### src/hdl/lpc_pkg.sv
// shared types, constants and aes helper functions for the payload cipher
`timescale 1ns / 1ps

package lpc_pkg;

    localparam int LPC_QUEUE_DEPTH = 4;
    localparam int LPC_OUT_DEPTH   = 2;
    localparam int LPC_KEY_W       = 64;
    localparam int LPC_ADDR_W      = 4;
    localparam logic [7:0] LPC_A_FLAG   = 8'h01;
    localparam logic [3:0] LPC_LAST_RND = 4'd10;
    localparam logic [3:0] LPC_LAST_POS = 4'd15;

    // register map, selected by paddr bit 3
    typedef enum logic {
        REG_KEY_LOW  = 1'b0,
        REG_KEY_HIGH = 1'b1
    } lpc_reg_t;

    // what selects one keystream block
    typedef struct packed {
        logic [31:0] addr;
        logic [31:0] cnt;
        logic        dir;
        logic [7:0]  idx;
    } lpc_blk_t;

    typedef struct packed {
        logic [7:0] data;
        logic       last;
        logic       refresh;
        logic [3:0] pos;
        lpc_blk_t   blk;
    } lpc_item_t;

    localparam logic [7:0] SBOX [0:255] = '{
        8'h63,8'h7c,8'h77,8'h7b,8'hf2,8'h6b,8'h6f,8'hc5,8'h30,8'h01,8'h67,8'h2b,8'hfe,8'hd7,8'hab,8'h76,
        8'hca,8'h82,8'hc9,8'h7d,8'hfa,8'h59,8'h47,8'hf0,8'had,8'hd4,8'ha2,8'haf,8'h9c,8'ha4,8'h72,8'hc0,
        8'hb7,8'hfd,8'h93,8'h26,8'h36,8'h3f,8'hf7,8'hcc,8'h34,8'ha5,8'he5,8'hf1,8'h71,8'hd8,8'h31,8'h15,
        8'h04,8'hc7,8'h23,8'hc3,8'h18,8'h96,8'h05,8'h9a,8'h07,8'h12,8'h80,8'he2,8'heb,8'h27,8'hb2,8'h75,
        8'h09,8'h83,8'h2c,8'h1a,8'h1b,8'h6e,8'h5a,8'ha0,8'h52,8'h3b,8'hd6,8'hb3,8'h29,8'he3,8'h2f,8'h84,
        8'h53,8'hd1,8'h00,8'hed,8'h20,8'hfc,8'hb1,8'h5b,8'h6a,8'hcb,8'hbe,8'h39,8'h4a,8'h4c,8'h58,8'hcf,
        8'hd0,8'hef,8'haa,8'hfb,8'h43,8'h4d,8'h33,8'h85,8'h45,8'hf9,8'h02,8'h7f,8'h50,8'h3c,8'h9f,8'ha8,
        8'h51,8'ha3,8'h40,8'h8f,8'h92,8'h9d,8'h38,8'hf5,8'hbc,8'hb6,8'hda,8'h21,8'h10,8'hff,8'hf3,8'hd2,
        8'hcd,8'h0c,8'h13,8'hec,8'h5f,8'h97,8'h44,8'h17,8'hc4,8'ha7,8'h7e,8'h3d,8'h64,8'h5d,8'h19,8'h73,
        8'h60,8'h81,8'h4f,8'hdc,8'h22,8'h2a,8'h90,8'h88,8'h46,8'hee,8'hb8,8'h14,8'hde,8'h5e,8'h0b,8'hdb,
        8'he0,8'h32,8'h3a,8'h0a,8'h49,8'h06,8'h24,8'h5c,8'hc2,8'hd3,8'hac,8'h62,8'h91,8'h95,8'he4,8'h79,
        8'he7,8'hc8,8'h37,8'h6d,8'h8d,8'hd5,8'h4e,8'ha9,8'h6c,8'h56,8'hf4,8'hea,8'h65,8'h7a,8'hae,8'h08,
        8'hba,8'h78,8'h25,8'h2e,8'h1c,8'ha6,8'hb4,8'hc6,8'he8,8'hdd,8'h74,8'h1f,8'h4b,8'hbd,8'h8b,8'h8a,
        8'h70,8'h3e,8'hb5,8'h66,8'h48,8'h03,8'hf6,8'h0e,8'h61,8'h35,8'h57,8'hb9,8'h86,8'hc1,8'h1d,8'h9e,
        8'he1,8'hf8,8'h98,8'h11,8'h69,8'hd9,8'h8e,8'h94,8'h9b,8'h1e,8'h87,8'he9,8'hce,8'h55,8'h28,8'hdf,
        8'h8c,8'ha1,8'h89,8'h0d,8'hbf,8'he6,8'h42,8'h68,8'h41,8'h99,8'h2d,8'h0f,8'hb0,8'h54,8'hbb,8'h16
    };

    function automatic logic [7:0] xtime(input logic [7:0] b);
        return {b[6:0], 1'b0} ^ (b[7] ? 8'h1b : 8'h00);
    endfunction

    function automatic logic [7:0] rcon(input logic [3:0] rnd);
        logic [7:0] r;
        unique case (rnd)
            4'd1:    r = 8'h01;
            4'd2:    r = 8'h02;
            4'd3:    r = 8'h04;
            4'd4:    r = 8'h08;
            4'd5:    r = 8'h10;
            4'd6:    r = 8'h20;
            4'd7:    r = 8'h40;
            4'd8:    r = 8'h80;
            4'd9:    r = 8'h1b;
            4'd10:   r = 8'h36;
            default: r = 8'h00;
        endcase
        return r;
    endfunction

    // next round key from the current one, byte 0 in the top bits
    function automatic logic [127:0] key_expand(input logic [127:0] rk, input logic [7:0] rc);
        logic [31:0] w0, w1, w2, w3, t;
        w0 = rk[127:96];
        w1 = rk[95:64];
        w2 = rk[63:32];
        w3 = rk[31:0];
        t  = {SBOX[w3[23:16]] ^ rc, SBOX[w3[15:8]], SBOX[w3[7:0]], SBOX[w3[31:24]]};
        w0 = w0 ^ t;
        w1 = w1 ^ w0;
        w2 = w2 ^ w1;
        w3 = w3 ^ w2;
        return {w0, w1, w2, w3};
    endfunction

    // subbytes, shiftrows, mixcolumns (skipped in the last round), addroundkey
    function automatic logic [127:0] aes_round(input logic [127:0] s, input logic [127:0] rk,
                                               input logic last);
        logic [7:0]   b [16];
        logic [7:0]   t [16];
        logic [7:0]   a0, a1, a2, a3, al;
        logic [127:0] r;
        for (int k = 0; k < 16; k++)
            b[k] = s[127 - 8*k -: 8];
        for (int c = 0; c < 4; c++)
            for (int i = 0; i < 4; i++)
                t[i + 4*c] = SBOX[b[i + 4*((c + i) % 4)]];
        if (!last)
        begin
            for (int c = 0; c < 4; c++)
            begin
                a0 = t[4*c];
                a1 = t[4*c+1];
                a2 = t[4*c+2];
                a3 = t[4*c+3];
                al = a0 ^ a1 ^ a2 ^ a3;
                t[4*c]   = a0 ^ al ^ xtime(a0 ^ a1);
                t[4*c+1] = a1 ^ al ^ xtime(a1 ^ a2);
                t[4*c+2] = a2 ^ al ^ xtime(a2 ^ a3);
                t[4*c+3] = a3 ^ al ^ xtime(a3 ^ a0);
            end
        end
        for (int k = 0; k < 16; k++)
            r[127 - 8*k -: 8] = t[k];
        return r ^ rk;
    endfunction

    function automatic logic [127:0] a_block(input lpc_blk_t blk);
        return {LPC_A_FLAG, 32'h0, 7'h0, blk.dir,
                blk.addr[7:0], blk.addr[15:8], blk.addr[23:16], blk.addr[31:24],
                blk.cnt[7:0], blk.cnt[15:8], blk.cnt[23:16], blk.cnt[31:24],
                8'h00, blk.idx};
    endfunction

endpackage

### src/hdl/lpc_front.sv
// front end: accepts bytes, tracks frame position and queues classified items
`timescale 1ns / 1ps

module lpc_front
    import lpc_pkg::*;
#(
    parameter int QUEUE_DEPTH = LPC_QUEUE_DEPTH
)
(
    input  logic        clk,
    input  logic        rst_n,
    input  logic        push,
    output logic        full,
    input  logic [7:0]  data_byte,
    input  logic        first_byte,
    input  logic        last_byte,
    input  logic [31:0] dev_addr,
    input  logic [31:0] frame_counter,
    input  logic        downlink,
    output logic        head_valid,
    output lpc_item_t   head,
    input  logic        head_pop
);

    localparam int PTR_W = (QUEUE_DEPTH > 1) ? $clog2(QUEUE_DEPTH) : 1;
    localparam int CNT_W = $clog2(QUEUE_DEPTH + 1);

    lpc_item_t        q_reg [QUEUE_DEPTH];
    logic [PTR_W-1:0] wr_reg, wr_next, rd_reg, rd_next;
    logic [CNT_W-1:0] cnt_reg, cnt_next;
    logic [3:0]       pos_reg, pos_next;
    logic [7:0]       idx_reg, idx_next;
    logic [31:0]      addr_reg, addr_next, fc_reg, fc_next;
    logic             dir_reg, dir_next;
    logic             acc;
    logic [3:0]       cur_pos;
    logic [7:0]       cur_idx;
    lpc_item_t        item;

    assign full       = (cnt_reg == CNT_W'(QUEUE_DEPTH));
    assign acc        = push && !full;
    assign head_valid = (cnt_reg != '0);
    assign head       = q_reg[rd_reg];

    always_comb
    begin
        addr_next = addr_reg;
        fc_next   = fc_reg;
        dir_next  = dir_reg;
        cur_pos   = pos_reg;
        cur_idx   = idx_reg;
        if (first_byte)
        begin
            addr_next = dev_addr;
            fc_next   = frame_counter;
            dir_next  = downlink;
            cur_pos   = 4'd0;
            cur_idx   = 8'd1;
        end
        item.data     = data_byte;
        item.last     = last_byte;
        item.refresh  = (cur_pos == 4'd0);
        item.pos      = cur_pos;
        item.blk.addr = addr_next;
        item.blk.cnt  = fc_next;
        item.blk.dir  = dir_next;
        item.blk.idx  = cur_idx;
        pos_next      = cur_pos + 4'd1;
        idx_next      = cur_idx + {7'd0, (cur_pos == LPC_LAST_POS)};
    end

    always_comb
    begin
        wr_next  = wr_reg;
        rd_next  = rd_reg;
        cnt_next = cnt_reg;
        if (acc)
            wr_next = (wr_reg == PTR_W'(QUEUE_DEPTH - 1)) ? '0 : wr_reg + 1'b1;
        if (head_pop)
            rd_next = (rd_reg == PTR_W'(QUEUE_DEPTH - 1)) ? '0 : rd_reg + 1'b1;
        if (acc && !head_pop)
            cnt_next = cnt_reg + 1'b1;
        else if (!acc && head_pop)
            cnt_next = cnt_reg - 1'b1;
    end

    always_ff @(posedge clk or negedge rst_n)
    begin
        if (!rst_n)
        begin
            wr_reg   <= '0;
            rd_reg   <= '0;
            cnt_reg  <= '0;
            pos_reg  <= '0;
            idx_reg  <= 8'd1;
            addr_reg <= '0;
            fc_reg   <= '0;
            dir_reg  <= 1'b0;
        end
        else
        begin
            wr_reg  <= wr_next;
            rd_reg  <= rd_next;
            cnt_reg <= cnt_next;
            if (acc)
            begin
                pos_reg  <= pos_next;
                idx_reg  <= idx_next;
                addr_reg <= addr_next;
                fc_reg   <= fc_next;
                dir_reg  <= dir_next;
            end
        end
    end

    always_ff @(posedge clk)
    begin
        if (acc)
            q_reg[wr_reg] <= item;
    end

endmodule

### config.mk
export PLATFORM = sky130hd
export DESIGN_NAME = lpc_front
export DESIGN_NICKNAME = d
export VERILOG_FILES = /design/src/hdl/lpc_pkg.sv /design/src/hdl/lpc_front.sv
export SDC_FILE = /design/constraint.sdc
export NUM_CORES = 1
export LEC_CHECK = 0
export BUFFER_PORTS_ARGS = -buffer_cell sky130_fd_sc_hd__buf_2
export CAP_MARGIN = 20
export CELL_PAD_IN_SITES_DETAIL_PLACEMENT = 0
export CELL_PAD_IN_SITES_GLOBAL_PLACEMENT = 1
export CORE_MARGIN = 5
export CORE_UTILIZATION = 56
export DETAILED_ROUTE_END_ITERATION = 12
export PLACE_DENSITY = 0.95
export SLEW_MARGIN = 20
export SYNTH_ARGS = -nofsm -noshare
export SYNTH_HDL_FRONTEND = slang
export SYNTH_SLANG_ARGS = --single-unit
### constraint.sdc
create_clock -name clk -period 5.8 [get_ports clk]
set_clock_uncertainty 0.1 [all_clocks]
set_input_delay 0.58 -clock clk [delete_from_list [all_inputs] [get_ports clk]]
set_output_delay 0.58 -clock clk [all_outputs]
set_load 0.02 [all_outputs]
# After elaboration in Yosys (flattened, before gate mapping)
# Memory sizes are Yosys's and may differ from the RTL's.
# Index checks and enable logic that the tools add are counted.
dict set report word_totals {
  regBits 84
  ram_bits 348
  input_bits 79
  out_inout_bits 89
  elab_cells 39
  mem_count 1
}
dict set report op_classes {
  n_addsub 6
  eq_ne 4
  mux 11
  n_reduce_logical 9
}
# name words word_bits rd rd_clocked_by_memory_dff write_ports line_no
set mem_list {}
lappend mem_list {q_reg 4 87 1 0 1 lpc_front.sv:28} ;# lpc_item_t q_reg [QUEUE_DEPTH];
# op count
set op_table {}
lappend op_table {{32-bit 2-to-1 mux} 2}
lappend op_table {{8-bit by 1-bit adder with 8-bit output} 1}
lappend op_table {{8-bit 2-to-1 mux} 1}
lappend op_table {{3-bit 2-to-1 mux} 2}
lappend op_table {{2-bit by 1-bit adder with 2-bit output, second input constant} 2}
lappend op_table {{4-bit by 1-bit adder with 4-bit output, second input constant} 1}
lappend op_table {{2-bit == test, second input constant} 2}
lappend op_table {{4-bit == test, second input constant} 1}
lappend op_table {{4-bit logical NOT} 1}
lappend op_table {{2-bit 2-to-1 mux} 2}
lappend op_table {{4-bit 2-to-1 mux} 1}
lappend op_table {{3-bit by 1-bit adder with 3-bit output, second input constant} 1}
lappend op_table {{3-bit == test, second input constant} 1}
lappend op_table {{1-bit logical AND} 3}
lappend op_table {{1-bit logical NOT} 3}
lappend op_table {{1-bit 2-to-1 mux} 3}
lappend op_table {{3-bit nonzero test} 1}
lappend op_table {{3-bit by 1-bit subtractor with 3-bit output, second input constant} 1}
lappend op_table {{2-bit nonzero test} 1}

# Longest topological paths before layout
dict set report depth {
  word_depth 7
  ltp_mapped 11
  ltp_nobuf 9
}

# Least setup slack after synthesis
# No wires, ideal clock.
dict set report synth_timing {
  path_kind {register -> register}
  startpoint {register cnt_reg[2]}
  endpoint {memory q_reg[0][0] in the netlist's numbering (enable)}
  setup_ps 456
  t_arrival_ps 2740
  t_required_ps 5244
  slack_ps 2504
  path_stages_with_launch 4
  n_path_buf 1
  synth_period_minus_slack_ps 3296
  path_cell_list {dfrtp_1 -> or3b_1 -> buf_6 -> and3_1}
}
dict set report synth_between {
  elab_chain_len 5
}
# item line_no
set synth_rtl {}
lappend synth_rtl {{start: declaration} lpc_front.sv:30} ;# logic [CNT_W-1:0] cnt_reg, cnt_next;
lappend synth_rtl {{start signal: assignment} lpc_front.sv:104} ;# cnt_reg <= cnt_next;
lappend synth_rtl {{3-bit == test} lpc_front.sv:40} ;# assign full = (cnt_reg == CNT_W'(QUEUE_DEPTH));
lappend synth_rtl {{1-bit logical NOT} lpc_front.sv:41} ;# assign acc = push && !full;
lappend synth_rtl {{1-bit logical AND} lpc_front.sv:41}
lappend synth_rtl {{1-bit 2-to-1 mux} lpc_front.sv:118} ;# if (acc)
lappend synth_rtl {{1-bit 2-to-1 mux (implied by the code)} lpc_front.sv:119} ;# q_reg[wr_reg] <= item;
lappend synth_rtl {{end: declaration} lpc_front.sv:28}
# Every way passes these cells.

==> flow_summary.json <==
{
  "status": "completed",
  "coreArea_um2": 30400,
  "vias_per_cell": 5.78,
  "worstPathRequired_ns": 5.12,
  "root_buffer": "clkbuf_16",
  "synth.largest_area_cell": "edfxtp_1",
  "syn_nets": 871,
  "min_period_ns": 3.65,
  "vias": 8088,
  "path_clk_slew_ns": 0.06,
  "die_w_um": 185,
  "syn_avg_cell_area_um2": 22.0,
  "cts.sinks": 432,
  "fmax_mhz": 274,
  "min_period_over_period": 0.629,
  "cts_buffer_depth": 3,
  "cts_hold_buf": 1,
  "synth_top_area_share": 0.608,
  "wl_per_cell_um": 23.5,
  "antenna_found_initial": 5,
  "post_cts_buffers": 0,
  "antenna_left": 0,
  "first_iter_violations": 483,
  "syn_inst": 781,
  "vdd.ir_drop.worst_uv": 426,
  "tightestPinTransition_ns": 1.04,
  "finalHoldViolations": 0,
  "clk_latency_ns": 0.54,
  "synth_seq_area_share": 0.730,
  "critPathKind": "flip-flop to output pin",
  "total_power_uw": 10800,
  "antenna_cells": 0,
  "tns_ns": 0,
  "rsz0062_at_grt": "false",
  "cts_tree": "built",
  "drv_slew": 0,
  "cp_data_arrival_time_ns": 2.97,
  "crit_fanout": 50,
  "power.leakage_uw": 0.00725,
  "synth_area_leaders": "edfxtp_1 (61%), dfrtp_1 (12%), mux4_2 (11%)",
  "grt-ovfl-total": 0,
  "finalNetCount": 1057,
  "grt_pass1_vias": 8769,
  "io_pins": 168,
  "p_per_area_nw_per_um2": 548,
  "ys.warnings.count": 0,
  "hp-class": "input pin to flip-flop",
  "setup_violations": 0,
  "die_y_um": 185,
  "nFillCells": 1987,
  "cap_viol_max_count": 0,
  "place.gp.congestion": 0.723,
  "startpoint_type": "flip-flop",
  "endpoint_kind": "output pin",
  "largest_reg_flops": 348,
  "wl_um": 32900,
  "start_util": 0.565,
  "slew_headroom": 0.309,
  "dieArea_um2": 34300,
  "dp_hpwl_um": 18700,
  "drt_pass1_iterations": 4,
  "drive_gt1_frac": 0.481,
  "synthesis.area_um2": 17200,
  "yosysUniqueCellTypes": 40,
  "grt_max_degree": 74,
  "htree_levels": 2,
  "rows": 64,
  "syn2layout_area_growth_pct": 15.3,
  "portBuffers": 167,
  "cts_resized": 0,
  "route.detailed.drc": 0,
  "grt_usage": 0.195,
  "grt_pass1_wl_um": 50900,
  "numCtsBuffers": 45,
  "utilization": 0.651,
  "ys_ff_latch": 432
}
-- final timing paths --
check,startpoint,cells past startpoint,slack (ns),end
min reg2reg,cnt_reg[2]$_DFFE_PN0P_,1,0.38,cnt_reg[2]$_DFFE_PN0P_
min,last_byte,1,0.16,q_reg[1][78]$_DFFE_PP_
min in group asynchronous,rst_n,2,0.52,fc_reg[21]$_DFFE_PN0P_
max in group asynchronous,rst_n,3,3.93,rd_reg[1]$_DFFE_PN0P_
max reg2reg,cnt_reg[2]$_DFFE_PN0P_,9,2.75,cnt_reg[2]$_DFFE_PN0P_
max,rd_reg[0]$_DFFE_PN0P_,3,2.15,head[73]
-- cells in the final DEF (no fill, tap or decap), types with 7 or more instances in the layout --
master / instances
buf_4: 11
o21ai_0: 8
edfxtp_1: 348
ha_1: 10
clkinv_2: 9
dfrtp_1: 81
mux2_4: 67
clkbuf_16: 47
mux2_2: 71
buf_2: 165
nor2b_1: 10
mux4_2: 87
inv_1: 7
clkbuf_1: 11
-- stage by stage --
step / hold slack (ns) / cells / cell area [um2] / setup WS (ns)
after floorplan: 0.184 / 781 / 17200 / 2.50
after CTS: 0.142 / 1399 / 19800 / 2.02
after detailed placement: 0.379 / 1315 / 18400 / 2.55
final: 0.163 / 1399 / 19800 / 2.15
after global placement: 0.363 / 1315 / 18400 / 2.57
after global routing: 0.155 / 1399 / 19800 / 1.88
-- worst max-delay path, stage by stage, from the launching register on --
cell and delay [ns]:
dfrtp_4 1.06, buf_4 0.55, mux4_2 0.60, buf_2 0.18
-- metal layers --
layer,GRT usage,vias up,share of wire
met4,0.0388,8,0.017
met2,0.340,207,0.51
met3,0.0436,51,0.061
met5,0,-,0.0015
met1,0.257,4272,0.41
li1,-,3550,-
-- layout make-up --
cell class              count  area (um2)  share of cell area
inverters                   9        38.8             0.00196
clock inverters            21         168             0.00846
clock buffers              62        1270              0.0642
repair buffers            177         918              0.0464
well taps                 396         495              0.0250
flip-flops and latches    432       12600               0.634
multi-input cells         302        4360               0.220
-- synthesized netlist by cell type --
cell and instances:
edfxtp_1 348, mux4_2 87, dfrtp_1 83, mux2_2 71, mux2_4 67, buf_2 16, clkbuf_1 10, ha_1 10
nor2b_1 10, o21ai_0 8, inv_1 7, buf_8 6, o31ai_1 6, a31oi_1 5, and3_1 5, nand2_1 4
buf_6 3, nor2_1 3, or2_2 3, or4_1 3, a21oi_1 2, buf_1 2, mux2i_1 2, nand4b_1 2
o211ai_1 2, xor2_1 2, buf_4 1, dfstp_2 1, fa_1 1, inv_2 1, inv_6 1, nand2_4 1
nand2b_1 1, nand3_1 1, nand4_1 1, nor3b_1 1, o311ai_1 1, or3_1 1, or3b_1 1, xnor2_1 1
-- cells by family after synthesis --
group | Yosys count | synth area share
muxes | 227 | 0.220
AOI/OAI and AO/OA | 24 | 0.00874
DFF | 432 | 0.730
buffers and inverters | 47 | 0.0172
xor gates and xnor gates | 3 | 0.00153
and+or+nand+nor | 37 | 0.0134
adders and majority gates | 11 | 0.00845
-- power breakdown --
part	internal (uW)	switching [uW]
Combinational	1510	1770
Clock	1630	1120
Sequential	4380	440
Total	7510	3340
(Power assumes the default switching activity.)
